[src/hdl/assert_macros.svh]
// Assertion macros shared by the segment and box overlap design.
`ifndef ASSERT_MACROS_SVH
`define ASSERT_MACROS_SVH

// Property that must hold in the same cycle.
`define SBO_ASSERT(lbl, ck, rn, prop) \
  lbl: assert property (@(posedge ck) disable iff (!rn) (prop)) else $error("assertion failed");

// Implication checked in the cycle after the trigger.
`define SBO_ASSERT_NEXT(lbl, ck, rn, pre, post) \
  lbl: assert property (@(posedge ck) disable iff (!rn) (pre) |=> (post)) else $error("assertion failed");

`endif

[src/hdl/sbo_pkg.sv]
// Package with shared constants and types of the segment and box overlap design.
package sbo_pkg;

  localparam int COORD_WIDTH_DEF = 32;
  localparam int NUM_FIELDS      = 12;
  localparam int F_LO            = 0;
  localparam int F_HI            = 3;
  localparam int F_ST            = 6;
  localparam int F_EN            = 9;

  typedef struct packed {
    logic valid;
    logic dead;
  } ctl_t;

endpackage

[src/hdl/sbo_reject.sv]
// One pipeline stage that applies the slab reject test on one axis.
module sbo_reject #(
  parameter int CW   = sbo_pkg::COORD_WIDTH_DEF,
  parameter int AXIS = 0
) (
  input  logic                                      clk,
  input  logic                                      rst_n,
  input  logic                                      adv,
  input  sbo_pkg::ctl_t                             ctl_i,
  input  logic [sbo_pkg::NUM_FIELDS-1:0][CW-1:0]    crd_i,
  output sbo_pkg::ctl_t                             ctl_o,
  output logic [sbo_pkg::NUM_FIELDS-1:0][CW-1:0]    crd_o
);

  sbo_pkg::ctl_t                          ctl_r;
  sbo_pkg::ctl_t                          ctl_nxt;
  logic [sbo_pkg::NUM_FIELDS-1:0][CW-1:0] crd_r;
  logic signed [CW-1:0]                   a, b, lo, hi;
  logic                                   rej;

  always_comb begin
    a   = $signed(crd_i[sbo_pkg::F_ST + AXIS]);
    b   = $signed(crd_i[sbo_pkg::F_EN + AXIS]);
    lo  = $signed(crd_i[sbo_pkg::F_LO + AXIS]);
    hi  = $signed(crd_i[sbo_pkg::F_HI + AXIS]);
    rej = ((a <= lo) && (b <= lo)) || ((a >= hi) && (b >= hi));
    ctl_nxt.valid = ctl_i.valid;
    ctl_nxt.dead  = ctl_i.dead | rej;
  end

  always_ff @(posedge clk) begin
    if (!rst_n) begin
      ctl_r <= '0;
    end else if (adv) begin
      ctl_r <= ctl_nxt;
    end
  end

  always_ff @(posedge clk) begin
    if (adv) begin
      crd_r <= crd_i;
    end
  end

  assign ctl_o = ctl_r;
  assign crd_o = crd_r;

endmodule

[config.mk]
export PLATFORM = sky130hd
export DESIGN_NAME = sbo_reject
export DESIGN_NICKNAME = d
export VERILOG_FILES = /design/src/hdl/assert_macros.svh /design/src/hdl/sbo_pkg.sv /design/src/hdl/sbo_reject.sv
export SDC_FILE = /design/constraint.sdc
export NUM_CORES = 1
export LEC_CHECK = 0
export ABC_AREA = 1
export BUFFER_PORTS_ARGS = -buffer_cell sky130_fd_sc_hd__buf_4
export CORE_AREA = 2 2 304 306
export CTS_CLUSTER_SIZE = 16
export DETAILED_ROUTE_END_ITERATION = 8
export DIE_AREA = 0 0 306 308
export PLACE_DENSITY_LB_ADDON = 0.1
export SYNTH_ARGS = -nofsm -noshare
export SYNTH_HDL_FRONTEND = slang
export SYNTH_SLANG_ARGS = --single-unit
[constraint.sdc]
create_clock -name clk -period 2.6 [get_ports clk]
set_input_delay 0.78 -clock clk [delete_from_list [all_inputs] [get_ports clk]]
set_output_delay 0.78 -clock clk [all_outputs]
set_load 0.05 [all_outputs]
* Yosys cells after proc, flatten, opt, wreduce, memory -nomap -nowiden
Cells that the tools add are included.
** Word-level totals
- Flip-flop bits (word level) :: 386
- Input port bits :: 389
- Output and inout port bits :: 386
- Logic and storage cells :: 22
** Cells by class
- Magnitude comparators :: 4
- Bitwise gates (word level) :: 1
- Reduce and logical (&&, ||, !) cells :: 3
** Operator list (number)
- $ge A32 B32 Y1 :: 2
- $le A32 B32 Y1 :: 2
- $logic_and A1 B1 Y1 :: 2
- $logic_or A1 B1 Y1 :: 1
- $or A1 B1 Y1 :: 1

* Depth between registers and ports, before layout
Gate-level depths: netlist of run 1.
- Word-level depth :: 4
- Mapped depth :: 19
- Mapped depth without buffers :: 19

* Worst setup path after synthesis of run 1
No wires, ideal clock.
- Kind :: in2reg
- Start :: in crd_i[127] (netlist name)
- End :: reg ctl_r, in the netlist ctl_o[0]
- Setup time :: 109 ps
- Arrival :: 1979 ps
- Data required time :: 2491 ps
- Slack :: 512 ps
- Stages on the path :: 13
- Buffers on the path :: 0
- Cells stage by stage :: inv_1 -> ha_1 -> nand2_1 -> nor2_2 -> nand2_2 -> nor4_4 -> nand2_1 -> nand3_1 -> nand3_2 -> nand2_2 -> nand3_2 -> nand2_1 -> inv_1
** Between the ends
- Word-level cells in the longest chain between the ends :: 4
- Elaborated cells between the ends (all ways) :: 5
- Those cells by class :: 2 x order compare; 1 x bitwise; 2 x reduce/logical
** RTL lines
- start, declared :: RTL line sbo_reject.sv:10 : input logic [sbo_pkg::NUM_FIELDS-1:0][CW-1:0] crd_i,
- $ge A32 B32 Y1 :: RTL line sbo_reject.sv:26 : rej = ((a <= lo) && (b <= lo)) || ((a >= hi) && (b >= hi));
- $logic_and A1 B1 Y1 * :: RTL line sbo_reject.sv:26
- $logic_or A1 B1 Y1 * :: RTL line sbo_reject.sv:26
- $or A1 B1 Y1 * :: RTL line sbo_reject.sv:28 : ctl_nxt.dead = ctl_i.dead | rej;
- end signal, assigned :: RTL line sbo_reject.sv:35 : ctl_r <= ctl_nxt;
- end, declared :: RTL line sbo_reject.sv:15 : sbo_pkg::ctl_t ctl_r;
Every way passes the cells marked *; elsewhere a longest branch is shown, timed or not.
A chain may end at the register's enable or synchronous reset.

* Worst setup path in the final report of run 1
- Start :: in crd_i[29] (netlist name)
- End :: reg ctl_r, in the netlist ctl_o[0]
** Between the ends
- Word-level cells in the longest chain between the ends :: 4
- Elaborated cells between the ends (all ways) :: 5
- Those cells by class :: 2 x order compare; 1 x bitwise; 2 x reduce/logical
** RTL lines (RTL line)
- $le A32 B32 Y1 :: sbo_reject.sv:26
- $logic_and A1 B1 Y1 * :: sbo_reject.sv:26
- $logic_or A1 B1 Y1 * :: sbo_reject.sv:26
- $or A1 B1 Y1 * :: sbo_reject.sv:28
Marks and branches as above.

==> summary.md, run 1 <==
| Metric | Value |
|---|---|
| Area of the die | `94200 sq um` |
| CTS Hold Buffers Added | `0` |
| Arrival time worst endpoint | `2.88 ns` |
| Seq cells post-synth | `386` |
| Vias in the first global route | `11400` |
| LEAKAGE | `10.6 nW` |
| Nets@finish | `2282` |
| Total power | `18.0 mW` |
| Cell Count Post-Placement | `2899` |
| PwrDens | `747 nW/um^2` |
| Worst flop-to-flop path endpoint | `ctl_o[0]$_SDFFE_PN0P_` |
| WS Path Type | `in -> reg` |
| Fill count | `9495` |
| Cells after Synth | `898` |
| CP required | `3.17 ns` |
| Final Hold Viols | `0` |
| # resized after CTS | `0` |
| Critical Path Sink Type | `register` |
| Minimum clock period | `2.31 ns` |
| Clk sinks | `386` |
| Reg2reg start | `ctl_o[0]$_SDFFE_PN0P_` |
| R2R setup slack | `1.91 ns` |
| CTS root buffer | `clkbuf_16` |
| DR iter-0 viols | `591` |
| Clk_lat worst skew | `0.61 ns` |
| TritonCTS clock tree | `done` |
| Ports | `775` |
| Area delta synth->final | `62.1%` |
| RSZ-0062 raised after global routing | `false` |
| Longest Clk Path Bufs | `3` |
| Routed len/inst | `22.7 um` |
| Setup Viol. Count Final | `0` |
| Largest net degree at the start of global routing | `62` |
| ANT nets after route | `0` |
| Min-Delay Path Class | `in -> reg` |
| Row count | `111` |
| Clock-pin slew of the registers on the worst-case setup and hold paths | `0.06 ns` |
| Hold worst-path end | `crd_o[181]$_DFFE_PP_` |
| Ratio of cells with drive above 1 in the final layout | `49.9%` |
| Sequential-to-total area share from yosys stat | `77.8%` |
| Vias | `10800` |
| Die Y | `308 um` |
| WHS Path Cells | `1` |
| Min-delay src | `crd_i[181]` |
| Post-Route Skew | `0 ns` |
| Crit start category | `input pin` |
| Yosys warnings | `0` |
| Avg Cell Area, Syn | `16.6 sq um` |
| Core Area | `91000 sq um` |
| Non-filler instance count after layout | `2992` |
| Maximum clock rate | `0.432 GHz` |
| Congestion Overflow GR | `0` |
| Worst-Margin Slew | `0.734 ns` |
| DRC | `0` |
| Maximum VDD drop | `0.442 mV` |
| Post-detail-place hpwl | `56700 um` |
| Count of pins over their slew limit | `0` |
| # H-tree levels | `2` |
| Placer Congestion | `0.795` |
| Routed wire length | `67900 um` |
| First-pass GRT wire length | `91100 um` |
| Routed vias/inst | `3.61` |
| Post-CTS setup buffers | `0` |
| Die width | `306 um` |
| CTS buffer count | `50` |
| Initial antenna violation count | `16` |
| Max-cap viol count | `0` |
| Port-buffer cells | `774` |
| Synth Net Count | `1415` |
| Initial core utilization | `16.3%` |
| Period utilisation layout | `89.0%` |
| Total Routing Usage GR | `13.8%` |
| Status | `complete, no violations` |
| Slew headroom | `50.7%` |
| Number of distinct library cells after synthesis | `23` |
| CP Max Fanout | `2` |
| R2R cell count | `3` |
| Post-Synthesis Cell Area | `14900 sq um` |
| Router iterations before antenna repair | `6` |
## report_power, final
group	leakage (nW)	total [mW]	internal, mW	switching, mW
logic	6.05	3.89	1.22	2.67
registers	3.77	7.53	7.40	0.137
clock network	0.733	6.58	3.74	2.84
total	10.6	18.0	12.4	5.65
## per-layer routing
layer | up-vias | part of all wire [%] | GRT usage, %
li1 | 5034 | - | -
met1 | 5199 | 36 | 14.3
met2 | 442 | 53 | 25.7
met3 | 96 | 9.2 | 5.88
met4 | 22 | 2.0 | 3.14
met5 | - | 0.20 | 0
## per-stage QoR
stage | hold WS, ns | TNS, ns | setup slack (ns) | area, sq um | utilization, %
after floorplan | 0.746 | 0 | 0.512 | 14900 | -
after global placement | 0.511 | -0.616 | -0.616 | 22600 | 24.8
after detailed placement | 0.512 | -0.526 | -0.526 | 22600 | 24.8
after CTS | 0.271 | 0 | 0.165 | 24100 | 26.5
after global routing | 0.281 | 0 | 0.104 | 24100 | 26.5
final | 0.345 | 0 | 0.286 | 24100 | 26.5
## critical path: stages
cell and delay, ns:
buf_4 0.09, inv_1 0.06, buf_4 0.13, ha_1 0.29
nand2_1 0.08, nor2_2 0.10, nand2_1 0.11, nor4_2 0.56
nand4_1 0.29, nand3_2 0.16, nand2_2 0.06, nand3_2 0.06
nand2_1 0.05, inv_1 0.04
## cell usage in the layout (no fill, tap or decap), types with 2 or more instances in the layout
master / Yosys / final
clkinv_2: 0 / 7
buf_4: 0 / 806
clkbuf_16: 0 / 50
bufinv_16: 0 / 2
o21ai_1: 3 / 3
dfxtp_1: 2 / 2
o21ai_0: 10 / 10
a21oi_1: 61 / 61
inv_1: 90 / 90
o21a_1: 9 / 9
diode_2: 0 / 3
clkinv_1: 3 / 13
clkbuf_1: 0 / 13
nor2_2: 2 / 2
nand2_2: 5 / 5
clkinvlp_4: 0 / 3
nand3_2: 5 / 5
ha_1: 128 / 128
nand2_1: 135 / 135
a21o_1: 2 / 2
edfxtp_1: 384 / 384
nand4_1: 9 / 9
buf_12: 0 / 8
nor2_1: 35 / 35
clkinv_4: 0 / 2
nand3_1: 6 / 6
inv_2: 3 / 3
nor3_1: 2 / 2
## worst max-delay path by stage
stage	from	endpoint	slack (ns)	cells after the start
2_1_floorplan	crd_i[127]	ctl_o[0]$_SDFFE_PN0P_	0.51	13
3_3_place_gp	crd_i[29]	ctl_o[0]$_SDFFE_PN0P_	-0.62	14
3_5_place_dp	crd_i[29]	ctl_o[0]$_SDFFE_PN0P_	-0.53	14
4_1_cts	crd_i[29]	ctl_o[0]$_SDFFE_PN0P_	0.16	14
5_1_grt	crd_i[29]	ctl_o[0]$_SDFFE_PN0P_	0.10	14
6_report	crd_i[29]	ctl_o[0]$_SDFFE_PN0P_	0.29	14
## cell usage after synthesis, drive strengths merged
| cell type | n | area share (%) |
|---|---|---|
| nand3 | 11 | 0.54 |
| inv | 93 | 2.3 |
| dfxtp | 2 | 0.27 |
| nand4 | 9 | 0.38 |
| a21oi | 61 | 2.1 |
| nand2 | 140 | 3.6 |
| edfxtp | 384 | 78 |
| o21bai | 1 | 0.051 |
| o21ai | 13 | 0.44 |
| nor4 | 2 | 0.23 |
| nor2 | 37 | 0.97 |
| a21o | 2 | 0.10 |
| o21a | 10 | 0.51 |
| nor3 | 2 | 0.067 |
| ha | 128 | 11 |
| clkinv | 3 | 0.076 |
## final cells by class
type	count	area [sq um]	share of cell area, %
multi-input cells	416	2930	12.2
clock inverters	27	218	0.903
repair buffers	815	6230	25.8
diodes	3	7.51	0.0312
flip-flops and latches	386	11600	48.0
well taps	1186	1480	6.16
inverters	96	360	1.50
clock buffers	63	1300	5.39
## cells by family (layout without fill, tap and decap cells)
| kind of cell | Yosys count | after routing | share of synthesized area, % |
|---|---|---|---|
| AOI/OAI and AO/OA | 87 | 87 | 3.16 |
| adders and majority gates | 128 | 128 | 10.8 |
| buffers and inverters | 96 | 1001 | 2.42 |
| DFF | 386 | 386 | 77.8 |
| other | 0 | 3 | 0 |
| and+or+nand+nor | 201 | 201 | 5.80 |
## state kept, by name (all words and copies together) (netlist names)
name,count
ctl_o,2
crd_o,384
Note: power is estimated with default switching activity, not from simulation.
==> run 2: changes to the inputs <==
--- a/config.mk
+++ b/config.mk
@@ -7,10 +7,10 @@
 export LEC_CHECK = 0
 export ABC_AREA = 1
 export BUFFER_PORTS_ARGS = -buffer_cell sky130_fd_sc_hd__buf_4
-export CORE_AREA = 2 2 304 306
+export CORE_AREA = 4 4 297 299
 export CTS_CLUSTER_SIZE = 16
 export DETAILED_ROUTE_END_ITERATION = 8
-export DIE_AREA = 0 0 306 308
+export DIE_AREA = 0 0 301 303
 export PLACE_DENSITY_LB_ADDON = 0.1
 export SYNTH_ARGS = -nofsm -noshare
 export SYNTH_HDL_FRONTEND = slang
==> summary.md, run 2 (same netlist as run 1, synthesis figures left out) <==
| Metric | Value |
|---|---|
| Status | `complete, no violations` |
| Maximum VDD drop | `0.455 mV` |
| DR iter-0 viols | `506` |
| Most frequent cells in the layout | `802 x buf_4, 384 x edfxtp_1, 135 x nand2_1, 128 x ha_1, 90 x inv_1` |
| Routed len/inst | `22.8 um` |
| Clk sinks | `386` |
| Routed wire length | `67300 um` |
| Crit-path slowest cell | `nor4_2` |
| Setup WS post-layout | `0.308 ns` |
| Reg2reg start | `ctl_o[0]$_SDFFE_PN0P_` |
| Min-delay src | `crd_i[333]` |
| Arrival time worst endpoint | `2.82 ns` |
| WHS | `0.374 ns` |
| Vias | `10800` |
| R2R cell count | `3` |
| Commonest non-fill, non-tap cell in the layout | `buf_4` |
| Longest Clk Path Bufs | `3` |
| Critical Path Sink Type | `register` |
| Congestion Overflow GR | `0` |
| Ports | `775` |
| Hold worst-path end | `crd_o[333]$_DFFE_PP_` |
| R2R setup slack | `1.89 ns` |
| Cell Count Post-Placement | `2850` |
| Max reg flops | `384` |
| Core Area | `85100 sq um` |
| Clock-pin slew of the registers on the worst-case setup and hold paths | `0.06 ns` |
| Clk_lat worst skew | `0.58 ns` |
| Vias in the first global route | `11200` |
| RSZ-0062 raised after global routing | `false` |
| First-pass GRT wire length | `88900 um` |
| Area of the die | `91200 sq um` |
| Placer Congestion | `0.771` |
| Initial core utilization | `17.5%` |
| Largest net degree at the start of global routing | `66` |
| Router iterations before antenna repair | `4` |
| LEAKAGE | `10.6 nW` |
| CTS buffer count | `50` |
| Ratio of cells with drive above 1 in the final layout | `50.0%` |
| CTS root buffer | `clkbuf_16` |
| Count of pins over their slew limit | `0` |
| Setup Viol. Count Final | `0` |
| Max-cap viol count | `0` |
| Maximum clock rate | `0.436 GHz` |
| CTS Hold Buffers Added | `0` |
| Worst flop-to-flop path endpoint | `ctl_o[0]$_SDFFE_PN0P_` |
| Final Hold Viols | `0` |
| Place WS | `-0.309 ns` |
| Crit path buffers/inverters | `3` |
| TritonCTS clock tree | `done` |
| Worst path top cell family by delay | `simple AND/OR/NAND/NOR gates` |
| Non-filler instance count after layout | `2948` |
| Total Routing Usage GR | `13.8%` |
| WS Path Type | `in -> reg` |
| Worst-Margin Slew | `0.764 ns` |
| Area delta synth->final | `62.1%` |
| Die Y | `303 um` |
| Total power | `18.4 mW` |
| Routed vias/inst | `3.65` |
| Post-CTS setup buffers | `0` |
| Row count | `107` |
| Fill count | `8890` |
| WHS Path Cells | `1` |
| Slew headroom | `48.6%` |
| Port-buffer cells | `774` |
| Nets@finish | `2275` |
| Initial antenna violation count | `20` |
| Post-Route Skew | `0 ns` |
| PwrDens | `764 nW/um^2` |
| Slowest cell delay on critical path | `0.58 ns` |
| CP Cell Sequence | `buf_4, inv_1, ha_1, nand2_2, nor2_2, nand2_1, nor4_2, nand4_1, nand3_2, nand2_2, nand3_2, nand2_1, inv_1` |
| CP required | `3.13 ns` |
| ANT nets after route | `0` |
| Period utilisation layout | `88.1%` |
| Die width | `301 um` |
| # H-tree levels | `2` |
| Crit start category | `input pin` |
| CP Max Fanout | `3` |
| Post-detail-place hpwl | `56000 um` |
| DRC | `0` |
| # resized after CTS | `0` |
| Final Core Density | `28.3%` |
| Min-Delay Path Class | `in -> reg` |
| Minimum clock period | `2.29 ns` |
==> run 2: per-layer routing <==
layer / share of wire [%] / global-route usage (%)
met5: 0.26 / 0
met4: 2.1 / 3.38
met3: 10 / 6.41
met2: 54 / 26.3
met1: 33 / 13.5
==> run 2: worst max-delay path by stage <==
| stage | from | to | cells past startpoint |
|---|---|---|---|
| finish | crd_i[31] | ctl_o[0]$_SDFFE_PN0P_ | 13 |
| global route | crd_i[31] | ctl_o[0]$_SDFFE_PN0P_ | 14 |
| CTS | crd_i[31] | ctl_o[0]$_SDFFE_PN0P_ | 13 |
| detailed placement | crd_i[31] | ctl_o[0]$_SDFFE_PN0P_ | 13 |
| global placement | crd_i[31] | ctl_o[0]$_SDFFE_PN0P_ | 13 |
| floorplan | crd_i[127] | ctl_o[0]$_SDFFE_PN0P_ | 13 |
==> run 2: report_power, final <==
group / leakage, nW / internal [mW] / switching [mW]
clock: 0.810 / 4.23 / 2.79
combinational: 6.00 / 1.20 / 2.65
sequential: 3.77 / 7.40 / 0.135
total: 10.6 / 12.8 / 5.58
==> run 2: cell type report <==
class	instances	area [sq um]	area share, %
antenna	5	12.5	0.0519
clock buffer	61	1290	5.37
clock inverter	32	353	1.46
inverter	96	360	1.50
multi-input combinational	416	2930	12.2
sequential	386	11600	48.0
tap	1144	1430	5.94
timing repair buffer	808	6140	25.5
==> run 2: through the flow <==
stage	setup TNS (ns)	cell area [sq um]
2_1_floorplan	0	14900
4_1_cts	0	24100
5_1_grt	0	24100
3_5_place_dp	-0.309	22400
3_3_place_gp	-0.319	22400
6_report	0	24100
